## src/rtl/core/slpa_pkg.sv

```systemverilog
// Shared sizes, reset values and register indexes for the sound level envelope.
// No dependencies; imported by the sound_level_peak_average top level.
package slpa_pkg;

	localparam int RING_DEPTH  = 10;
	localparam int SAMPLE_BITS = 10;

	localparam int FIELD_BITS   = 10;
	localparam int CFG_IDX_BITS = 1;
	localparam int POS_BITS     = (RING_DEPTH > 1) ? $clog2(RING_DEPTH) : 1;
	localparam int SUM_BITS     = $clog2(RING_DEPTH << SAMPLE_BITS);
	localparam int MAX_SUM      = RING_DEPTH * ((1 << SAMPLE_BITS) - 1);
	localparam int CMP_BITS     = (SAMPLE_BITS > FIELD_BITS) ? SAMPLE_BITS : FIELD_BITS;

	// floor(2^SUM_BITS / RING_DEPTH): the estimate is low by at most one
	localparam int RECIP       = (1 << SUM_BITS) / RING_DEPTH;
	localparam int RECIP_BITS  = $clog2(RECIP + 1);
	localparam int PROD_BITS   = SUM_BITS + RECIP_BITS;

	localparam logic [FIELD_BITS-1:0] NOISE_RESET   = FIELD_BITS'(560);
	localparam logic [FIELD_BITS-1:0] SILENCE_RESET = FIELD_BITS'(550);

	typedef enum logic [CFG_IDX_BITS-1:0] {
		REG_NOISE   = 1'b0,
		REG_SILENCE = 1'b1
	} reg_idx_t;

endpackage

```

## src/rtl/core/sound_level_peak_average.sv

```systemverilog
// Sound level envelope: windowed peak, ring of recent peaks, averaged level vs thresholds.
// Depends on slpa_pkg for sizes, reset values and register indexes.
//
//  channel   | handshake                   | payload
//  ----------+-----------------------------+-----------------------------------
//  input     | sample_valid / sample_ready | sample, window_end
//  result    | result_valid / result_ready | level, above_noise, above_silence
//  config    | cfg_we (no wait)            | cfg_index, cfg_data
//
// One input item per cycle sustained while the result side accepts results. A window-closing
// item passes through registered steps after its transfer: ring memory read, sum update and write-back, reciprocal
// multiply, then quotient correction and threshold compare into the output register.
// Ring slots carry valid bits cleared by reset, so there is no clearing pass.
// A stalled result holds only the stages behind it that are occupied; empty stages
// keep taking items.
module sound_level_peak_average (
	input  logic                              clk,
	input  logic                              arst_n,
	input  logic                              sample_valid,
	output logic                              sample_ready,
	input  logic [slpa_pkg::FIELD_BITS-1:0]   sample,
	input  logic                              window_end,
	output logic                              result_valid,
	input  logic                              result_ready,
	output logic [slpa_pkg::FIELD_BITS-1:0]   level,
	output logic                              above_noise,
	output logic                              above_silence,
	input  logic                              cfg_we,
	input  logic [slpa_pkg::CFG_IDX_BITS-1:0] cfg_index,
	input  logic [slpa_pkg::FIELD_BITS-1:0]   cfg_data
);
	import slpa_pkg::*;

	logic [FIELD_BITS-1:0]  noise_q, silence_q;
	logic [SAMPLE_BITS-1:0] peak_q, samp, cand;
	logic [POS_BITS-1:0]    pos_q;
	logic [SUM_BITS-1:0]    sum_q, sum_new;
	logic [RING_DEPTH-1:0]  slot_vld_q;

	logic [SAMPLE_BITS-1:0] ring_mem [RING_DEPTH];

	logic                   v1_q, v2_q, v3_q, res_v_q;
	logic                   ld1, ld2, ld3, ld_out, in_xfer, close_xfer;

	logic [SAMPLE_BITS-1:0] peak_s1, old_s1;
	logic [POS_BITS-1:0]    pos_s1;
	logic                   old_vld_s1;
	logic [SUM_BITS-1:0]    sum_s2, sum_s3;
	logic [PROD_BITS-1:0]   prod_s3;

	logic [SAMPLE_BITS-1:0] q_est, lvl;
	logic [SUM_BITS-1:0]    rem;
	logic [FIELD_BITS-1:0]  level_q;
	logic                   above_noise_q, above_silence_q;

	// stage load enables: a stage loads when empty or when its content moves on
	assign ld_out = !res_v_q || result_ready;
	assign ld3    = !v3_q || ld_out;
	assign ld2    = !v2_q || ld3;
	assign ld1    = !v1_q || ld2;

	assign sample_ready = ld1;
	assign in_xfer      = sample_valid && sample_ready;
	assign close_xfer   = in_xfer && window_end;

	assign samp = SAMPLE_BITS'(sample);
	assign cand = (samp > peak_q) ? samp : peak_q;

	// drop the overwritten peak, add the new one
	assign sum_new = sum_q - (old_vld_s1 ? SUM_BITS'(old_s1) : '0) + SUM_BITS'(peak_s1);

	// quotient estimate is floor or floor-1; one compare fixes it
	assign q_est = prod_s3[SUM_BITS +: SAMPLE_BITS];
	assign rem   = sum_s3 - SUM_BITS'(q_est) * SUM_BITS'(RING_DEPTH);
	assign lvl   = (rem >= SUM_BITS'(RING_DEPTH)) ? q_est + SAMPLE_BITS'(1) : q_est;

	always_ff @(posedge clk or negedge arst_n) begin
		if (!arst_n) begin
			noise_q    <= NOISE_RESET;
			silence_q  <= SILENCE_RESET;
			peak_q     <= '0;
			pos_q      <= '0;
			sum_q      <= '0;
			slot_vld_q <= '0;
			v1_q       <= 1'b0;
			v2_q       <= 1'b0;
			v3_q       <= 1'b0;
			res_v_q    <= 1'b0;
		end else begin
			if (cfg_we) begin
				case (reg_idx_t'(cfg_index))
					REG_NOISE:   noise_q   <= cfg_data;
					REG_SILENCE: silence_q <= cfg_data;
					default:     ;
				endcase
			end
			if (in_xfer) begin
				peak_q <= window_end ? '0 : cand;
				if (window_end) begin
					pos_q <= (pos_q == POS_BITS'(RING_DEPTH - 1)) ? '0 : pos_q + POS_BITS'(1);
				end
			end
			if (v1_q && ld2) begin
				sum_q              <= sum_new;
				slot_vld_q[pos_s1] <= 1'b1;
			end
			if (ld1)    v1_q    <= close_xfer;
			if (ld2)    v2_q    <= v1_q;
			if (ld3)    v3_q    <= v2_q;
			if (ld_out) res_v_q <= v3_q;
		end
	end

	// ring memory: read on a closing transfer, write back when stage 1 advances
	always_ff @(posedge clk) begin
		if (close_xfer) begin
			old_s1     <= ring_mem[pos_q];
			old_vld_s1 <= slot_vld_q[pos_q];
			peak_s1    <= cand;
			pos_s1     <= pos_q;
		end
		if (v1_q && ld2) begin
			ring_mem[pos_s1] <= peak_s1;
		end
	end

	always_ff @(posedge clk) begin
		if (ld2 && v1_q) begin
			sum_s2 <= sum_new;
		end
		if (ld3 && v2_q) begin
			sum_s3  <= sum_s2;
			prod_s3 <= PROD_BITS'(sum_s2) * PROD_BITS'(RECIP);
		end
		if (ld_out && v3_q) begin
			level_q         <= FIELD_BITS'(lvl);
			above_noise_q   <= CMP_BITS'(lvl) > CMP_BITS'(noise_q);
			above_silence_q <= CMP_BITS'(lvl) > CMP_BITS'(silence_q);
		end
	end

	assign result_valid  = res_v_q;
	assign level         = level_q;
	assign above_noise   = above_noise_q;
	assign above_silence = above_silence_q;

	// an open window never loses a larger sample
	a_peak_holds: assert property (@(posedge clk) disable iff (!arst_n)
		in_xfer && !window_end |=> peak_q >= $past(samp))
		else $error("window peak dropped below a transferred sample");

	// every closing transfer enters the ring stage
	a_close_enters: assert property (@(posedge clk) disable iff (!arst_n)
		close_xfer |=> v1_q)
		else $error("closing transfer did not reach ring stage");

	// running sum stays within the ring's capacity
	a_sum_range: assert property (@(posedge clk) disable iff (!arst_n)
		sum_q <= SUM_BITS'(MAX_SUM))
		else $error("peak sum out of range");

	// an open window is cleared by its closing transfer
	a_peak_cleared: assert property (@(posedge clk) disable iff (!arst_n)
		close_xfer |=> peak_q == '0)
		else $error("window peak not cleared at window close");

endmodule

```

## config.mk

```make
export PLATFORM = sky130hd
export DESIGN_NAME = sound_level_peak_average
export DESIGN_NICKNAME = d
export VERILOG_FILES = /design/src/rtl/core/slpa_pkg.sv /design/src/rtl/core/sound_level_peak_average.sv
export SDC_FILE = /design/constraint.sdc
export NUM_CORES = 1
export LEC_CHECK = 0
export BUFFER_PORTS_ARGS = -buffer_cell sky130_fd_sc_hd__buf_4
export CELL_PAD_IN_SITES_DETAIL_PLACEMENT = 0
export CELL_PAD_IN_SITES_GLOBAL_PLACEMENT = 2
export CORE_UTILIZATION = 35
export DETAILED_ROUTE_END_ITERATION = 12
export GPL_TIMING_DRIVEN = 0
export PLACE_DENSITY = 0.68
export SYNTH_ARGS = -nofsm -noshare
export SYNTH_HDL_FRONTEND = slang
export SYNTH_SLANG_ARGS = --single-unit
```

## constraint.sdc

```tcl
create_clock -name clk -period 6.8 [get_ports clk]
set_clock_uncertainty 0.15 [all_clocks]
set_input_delay 1.36 -clock clk [delete_from_list [all_inputs] [get_ports clk]]
set_output_delay 1.36 -clock clk [all_outputs]
set_load 0.005 [all_outputs]
```

# Word level (Yosys, flattened, before mapping)
# Memory sizes are Yosys's and may differ from the RTL's. A register that Yosys moved wholly into a read port is not among the register bits.
# Cells that the tools add are included.
# classes
order_cmp,7
bitwise_logic,2
add_sub_neg,5
n_eq_ne,1
mux,11
n_mul,2
n_reduce_logical,17
# ops
cell,n
10-bit two-way mux,4
10-bit > comparator,3
"14-bit by 10-bit multiplier with 23-bit output, second input constant",1
14-bit by 10-bit adder with 14-bit output,1
"14-bit by 4-bit greater-or-equal comparator with 1-bit output, second input constant",1
14-bit by 10-bit subtractor with 14-bit output,1
14-bit subtractor,1
"10-bit by 3-bit multiplier with 13-bit output, second input constant",1
"10-bit by 1-bit adder with 10-bit output, second input constant",1
"4-bit by 5-bit less-than comparator with 1-bit output, second input constant",2
10-bit OR,1
1-bit logical AND,6
2-bit AND reduction,3
"4-bit by 1-bit adder with 4-bit output, second input constant",1
1-bit binary-select mux with 4-bit select,1
1-bit demux with 4-bit select,1
"4-bit == test, second input constant",1
"4-bit by 1-bit greater-or-equal comparator with 1-bit output, second input constant",1
1-bit logical NOT,4
1-bit logical OR,4
1-bit two-way mux,4
4-bit two-way mux,1
1-bit inverter,1
# word_totals
elab_cells,65
out_inout_bits,14
mem_count,1
register_bits,140
in_bits,27
ramBits,100
# memory_table
memory,words,word_bits,read_ports,rd_ports_with_merged_regs,write_ports,line_no,text
ring_mem,10,10,1,1,1,sound_level_peak_average.sv:40,logic [SAMPLE_BITS-1:0] ring_mem [RING_DEPTH];

# Depth between registers and ports, before layout
# depth
ltp_word,7
ltp_mapped,29
depth_no_buf,28

# Least setup slack after synthesis
# No wires, ideal clock.
# synth_timing
kind,flip-flop to flip-flop
startpoint,reg prod_s3[17]
endpoint,"reg above_noise_q (netlist: above_noise), data pin"
setup_time_ps,272
arrival_ps,5216
t_required_ps,6378
n_path_buf,1
path_slack_ps,1162
synth_period_minus_slack_ps,5638
stages_incl_launch_ff,28
path_cell_list,edfxtp_1 ha_1 ha_1 inv_1 fa_1 nor2b_1 o21ai_0 a21oi_1 o21ai_0 nand2b_1 xnor2_1 ha_1 and3_1 a311oi_2 a21oi_2 xnor2_2 xnor2_1 or4_4 buf_6 nand2b_1 xnor2_1 ha_1 a21o_1 a21o_1 a21oi_1 nor2_1 a2111oi_0 a31oi_1
# synth_between
elab_chain_cells,5
elab_cells_between_ends,6
classes_between,add/sub (2); mul (1); order compare (2); mux (1)
# synth_lines
element,line_no,text
start: declaration,sound_level_peak_average.sv:49,logic [PROD_BITS-1:0] prod_s3;
start signal: assignment,sound_level_peak_average.sv:133,prod_s3 <= PROD_BITS'(sum_s2) * PROD_BITS'(RECIP);
10-bit by 3-bit multiplier with 13-bit output,sound_level_peak_average.sv:74,assign rem = sum_s3 - SUM_BITS'(q_est) * SUM_BITS'(RING_DEPTH);
14-bit subtractor,sound_level_peak_average.sv:74,
14-bit by 4-bit greater-or-equal comparator with 1-bit output,sound_level_peak_average.sv:75,assign lvl = (rem >= SUM_BITS'(RING_DEPTH)) ? q_est + SAMPLE_BITS'(1) : q_est;
10-bit two-way mux (*),sound_level_peak_average.sv:75,
net lvl[3],sound_level_peak_average.sv:51,"logic [SAMPLE_BITS-1:0] q_est, lvl;"
10-bit > comparator (*),sound_level_peak_average.sv:137,above_noise_q <= CMP_BITS'(lvl) > CMP_BITS'(noise_q);
end signal: assignment,sound_level_peak_average.sv:137,
end: declaration,sound_level_peak_average.sv:54,"logic above_noise_q, above_silence_q;"
# Mark *: on every way through the listed nets, which the timed path passes. The rest lies on a longest branch.
# A chain may end at the register's enable or synchronous reset.

# Worst setup path after layout
# layout_timing
startpoint,reg prod_s3[16]
endpoint,"reg above_noise_q (netlist: above_noise), data pin"
# Same word-level chain as after synthesis.

==> metrics.md <==
| Metric | Value |
|---|---|
| Ratio of final minimum period to clock period | around 92% |
| Dpl cell area | around 15000 um^2 |
| Row count | 72 |
| Detailed Route Iter0 Violations | 341 |
| Critical Path Source Type | flop |
| Via count | slightly above 8000 |
| Worst slew pin tran | 1.24 ns |
| Synthesized area | around 14000 um^2 |
| FF+latch count, synth | 236 |
| Ys Warns | 0 |
| Area occupied by multi-input gates | 6320 um^2 |
| Total GRT Usage | roughly 15% |
| Post-Syn Instances | 1100 |
| Count of cell types in the netlist | 63 |
| Top post-synthesis cells by area | edfxtp_1, ha_1, dfrtp_1 |
| Sequential-to-total area share from yosys stat | about half |
| Final instance area | roughly 16000 um^2 |
| First-pass GRT wire length | 47100 um |
| Number of global-route vias before repair | about 8500 |
| Fin cells | between 1500 and 2000 |
| Chip Width | 200 um |
| Number of flops mapped to enable cells by yosys | around 170 |
| Gr ovfl total | 0 |
| Clk slew on worst S/H paths | 0.06 ns |
| DPL Wire Length | approximately 22000 um |
| CP top delay family | compound AO/OA/AOI/OAI gates |
| Critical Path AT | 6.39 ns |
| Detailed-route wire length | ~29000 um |
| H-tree depth | 1 |
| Share of cells above drive strength 1 | a little over an eighth |
| TritonCTS clock tree | yes |
| Post-route ant nets | 0 |
| Net Count, Synth | 1322 |
| Worst slew margin | 16.9% |
| Crit Path Class | reg -> reg |
| Fin. max-slew vios | 0 |
| Max Fanout on Critical Path | 10 |
| DRC viols | 0 |
| Critical path buffers and inverters | 2 |
| CTS Sinks | approximately 240 |
| Sequential Area | about 6800 um^2 |
| Core box area | between 30000 and 40000 um^2 |
| Diode count | 0 |
| Top cell type's share of synthesized area | a little under two fifths |
| Fmax achieved | 0.160 GHz |
| Final period demand of the worst path | between 6 and 7 ns |
| Count leader, synth | edfxtp_1 |
| CP max stage delay | about 0.56 ns |
| Critical Path End Type | flop |
| Initial antenna violation count | 0 |
| WHS | 0.305 ns |
| Final hold vios | 0 |
| CP required | slightly below 7 ns |
| Post-synth ARST share | a little over a quarter |
| Clock Tree Root | clkbuf_16 |
| Largest net degree at the start of global routing | 63 |
| Area grow syn2layout | 14.1% |
| Filler cell count | roughly 3700 |
| IO Port Bufs | 40 |
| Clk buf depth | 3 |
| Status | complete, no violations |
| Setup violators final | 0 |
| Worst hold path class | reg -> reg |
| CTS Hold Bufs | 0 |
| WL/cell | ~17 um |
| CP max stage cell | or4_4 |
| Ys flop type | edfxtp_1 |
| Placed Cells | ~1700 |
| NumNets Final | approximately 1400 |
| TritonRoute pass-1 iters | 5 |
| Avg Inst Size Synth | ~13 um^2 |
| Biggest area consumer among synthesized cells | edfxtp_1 |
| Synth top cells by count | edfxtp_1, inv_1, ha_1 |
| Total CTS buffers | 28 |
| Die ar. | 40200 um^2 |
| I/O pins | between 40 and 50 |
| Worst-skew pair later-pin latency | about 0.57 ns |
| Die H | approximately 200 um |
| Starting Density | between 30% and 40% |
| Placer Congestion | approximately 0.77 |
| # Max-Cap Violations | 0 |
| Vias/cell | roughly 4.8 |
[metal layers]
metal,track usage [%],vias up,routed length (um)
li1,-,4065,-
met1,20.7,3957,14200
met2,24.7,100,13600
met3,2.14,26,757
met4,3.30,0,467
met5,0,-,0
[flip-flops by register name, indices dropped and copies added, names as in the netlist, 4 cells and up]
| register | count |
|---|---|
| peak_s1 | 10 |
| sum_s3 | 13 |
| ring_mem | 100 |
| sum_s2 | 14 |
| noise_q | 10 |
| peak_q | 10 |
| sum_q | 14 |
| pos_q | 4 |
| level | 10 |
| slot_vld_q | 10 |
| pos_s1 | 4 |
| old_s1 | 10 |
| silence_q | 10 |
| prod_s3 | 10 |
[worst paths after layout]
path / cells past startpoint / slack (ns) / from / endpoint
setup / recovery: 26 / 0.53 / prod_s3[16]$_DFFE_PP_ / above_noise$_DFFE_PP_
hold reg to reg: 0 / 0.31 / pos_q[1]$_DFFE_PN0P_ / pos_s1[1]$_DFFE_PP_
max in group asynchronous: 1 / 5.11 / arst_n / sum_q[10]$_DFFE_PN0P_
min in group asynchronous: 1 / 0.80 / arst_n / pos_q[2]$_DFFE_PN0P_
setup reg to reg: 26 / 0.53 / prod_s3[16]$_DFFE_PP_ / above_noise$_DFFE_PP_
hold / removal: 0 / 0.31 / pos_q[1]$_DFFE_PN0P_ / pos_s1[1]$_DFFE_PP_
[area by class of cell]
class | count | share of cell area (%)
plain buffers | 21 | 0.597
multi-input cells | 681 | 40.2
clock inverters | 10 | 0.684
clock buffers | 41 | 5.16
inverters | 162 | 3.87
flip-flops and latches | 236 | 43.1
well taps | 518 | 4.12
repair buffers | 45 | 2.22
[layout by cell type (no fill, tap or decap), types with 26 or more instances in the layout]
cell type / instances
edfxtp_1: 174
dfrtp_1: 55
nand2_1: 59
clkbuf_1: 26
fa_1: 48
clkbuf_16: 30
xnor2_1: 32
a21oi_1: 47
inv_1: 161
nor2_1: 28
buf_4: 42
o21ai_0: 47
ha_1: 147
[per-stage QoR]
stage	setup slack [ns]	utilization, %	setup TNS, ns
2_1_floorplan	1.16	-	0
3_3_place_gp	0.240	38.0	0
3_5_place_dp	0.333	38.2	0
4_1_cts	0.295	40.5	0
5_1_grt	-0.0102	40.6	-0.0102
6_report	0.531	40.6	0
[kinds of logic after synthesis]
family	Yosys count	share of synthesized area, %
DFF	236	49.2
AOI/OAI and AO/OA	174	8.13
adders and majority gates	195	20.3
and+or+nand+nor	210	8.04
buffers and inverters	183	5.09
muxes	54	6.08
xor gates and xnor gates	48	3.10
[what timing repair did]
| action | in CTS | in global routing |
|---|---|---|
| setup buffers | 0 | 2 |
| setup endpoints to repair | 0 | 1 |
| resized for setup | 0 | 2 |
Power is not shown: default switching activity piles up to over one toggle a cycle in this logic, so the estimate is an artifact.
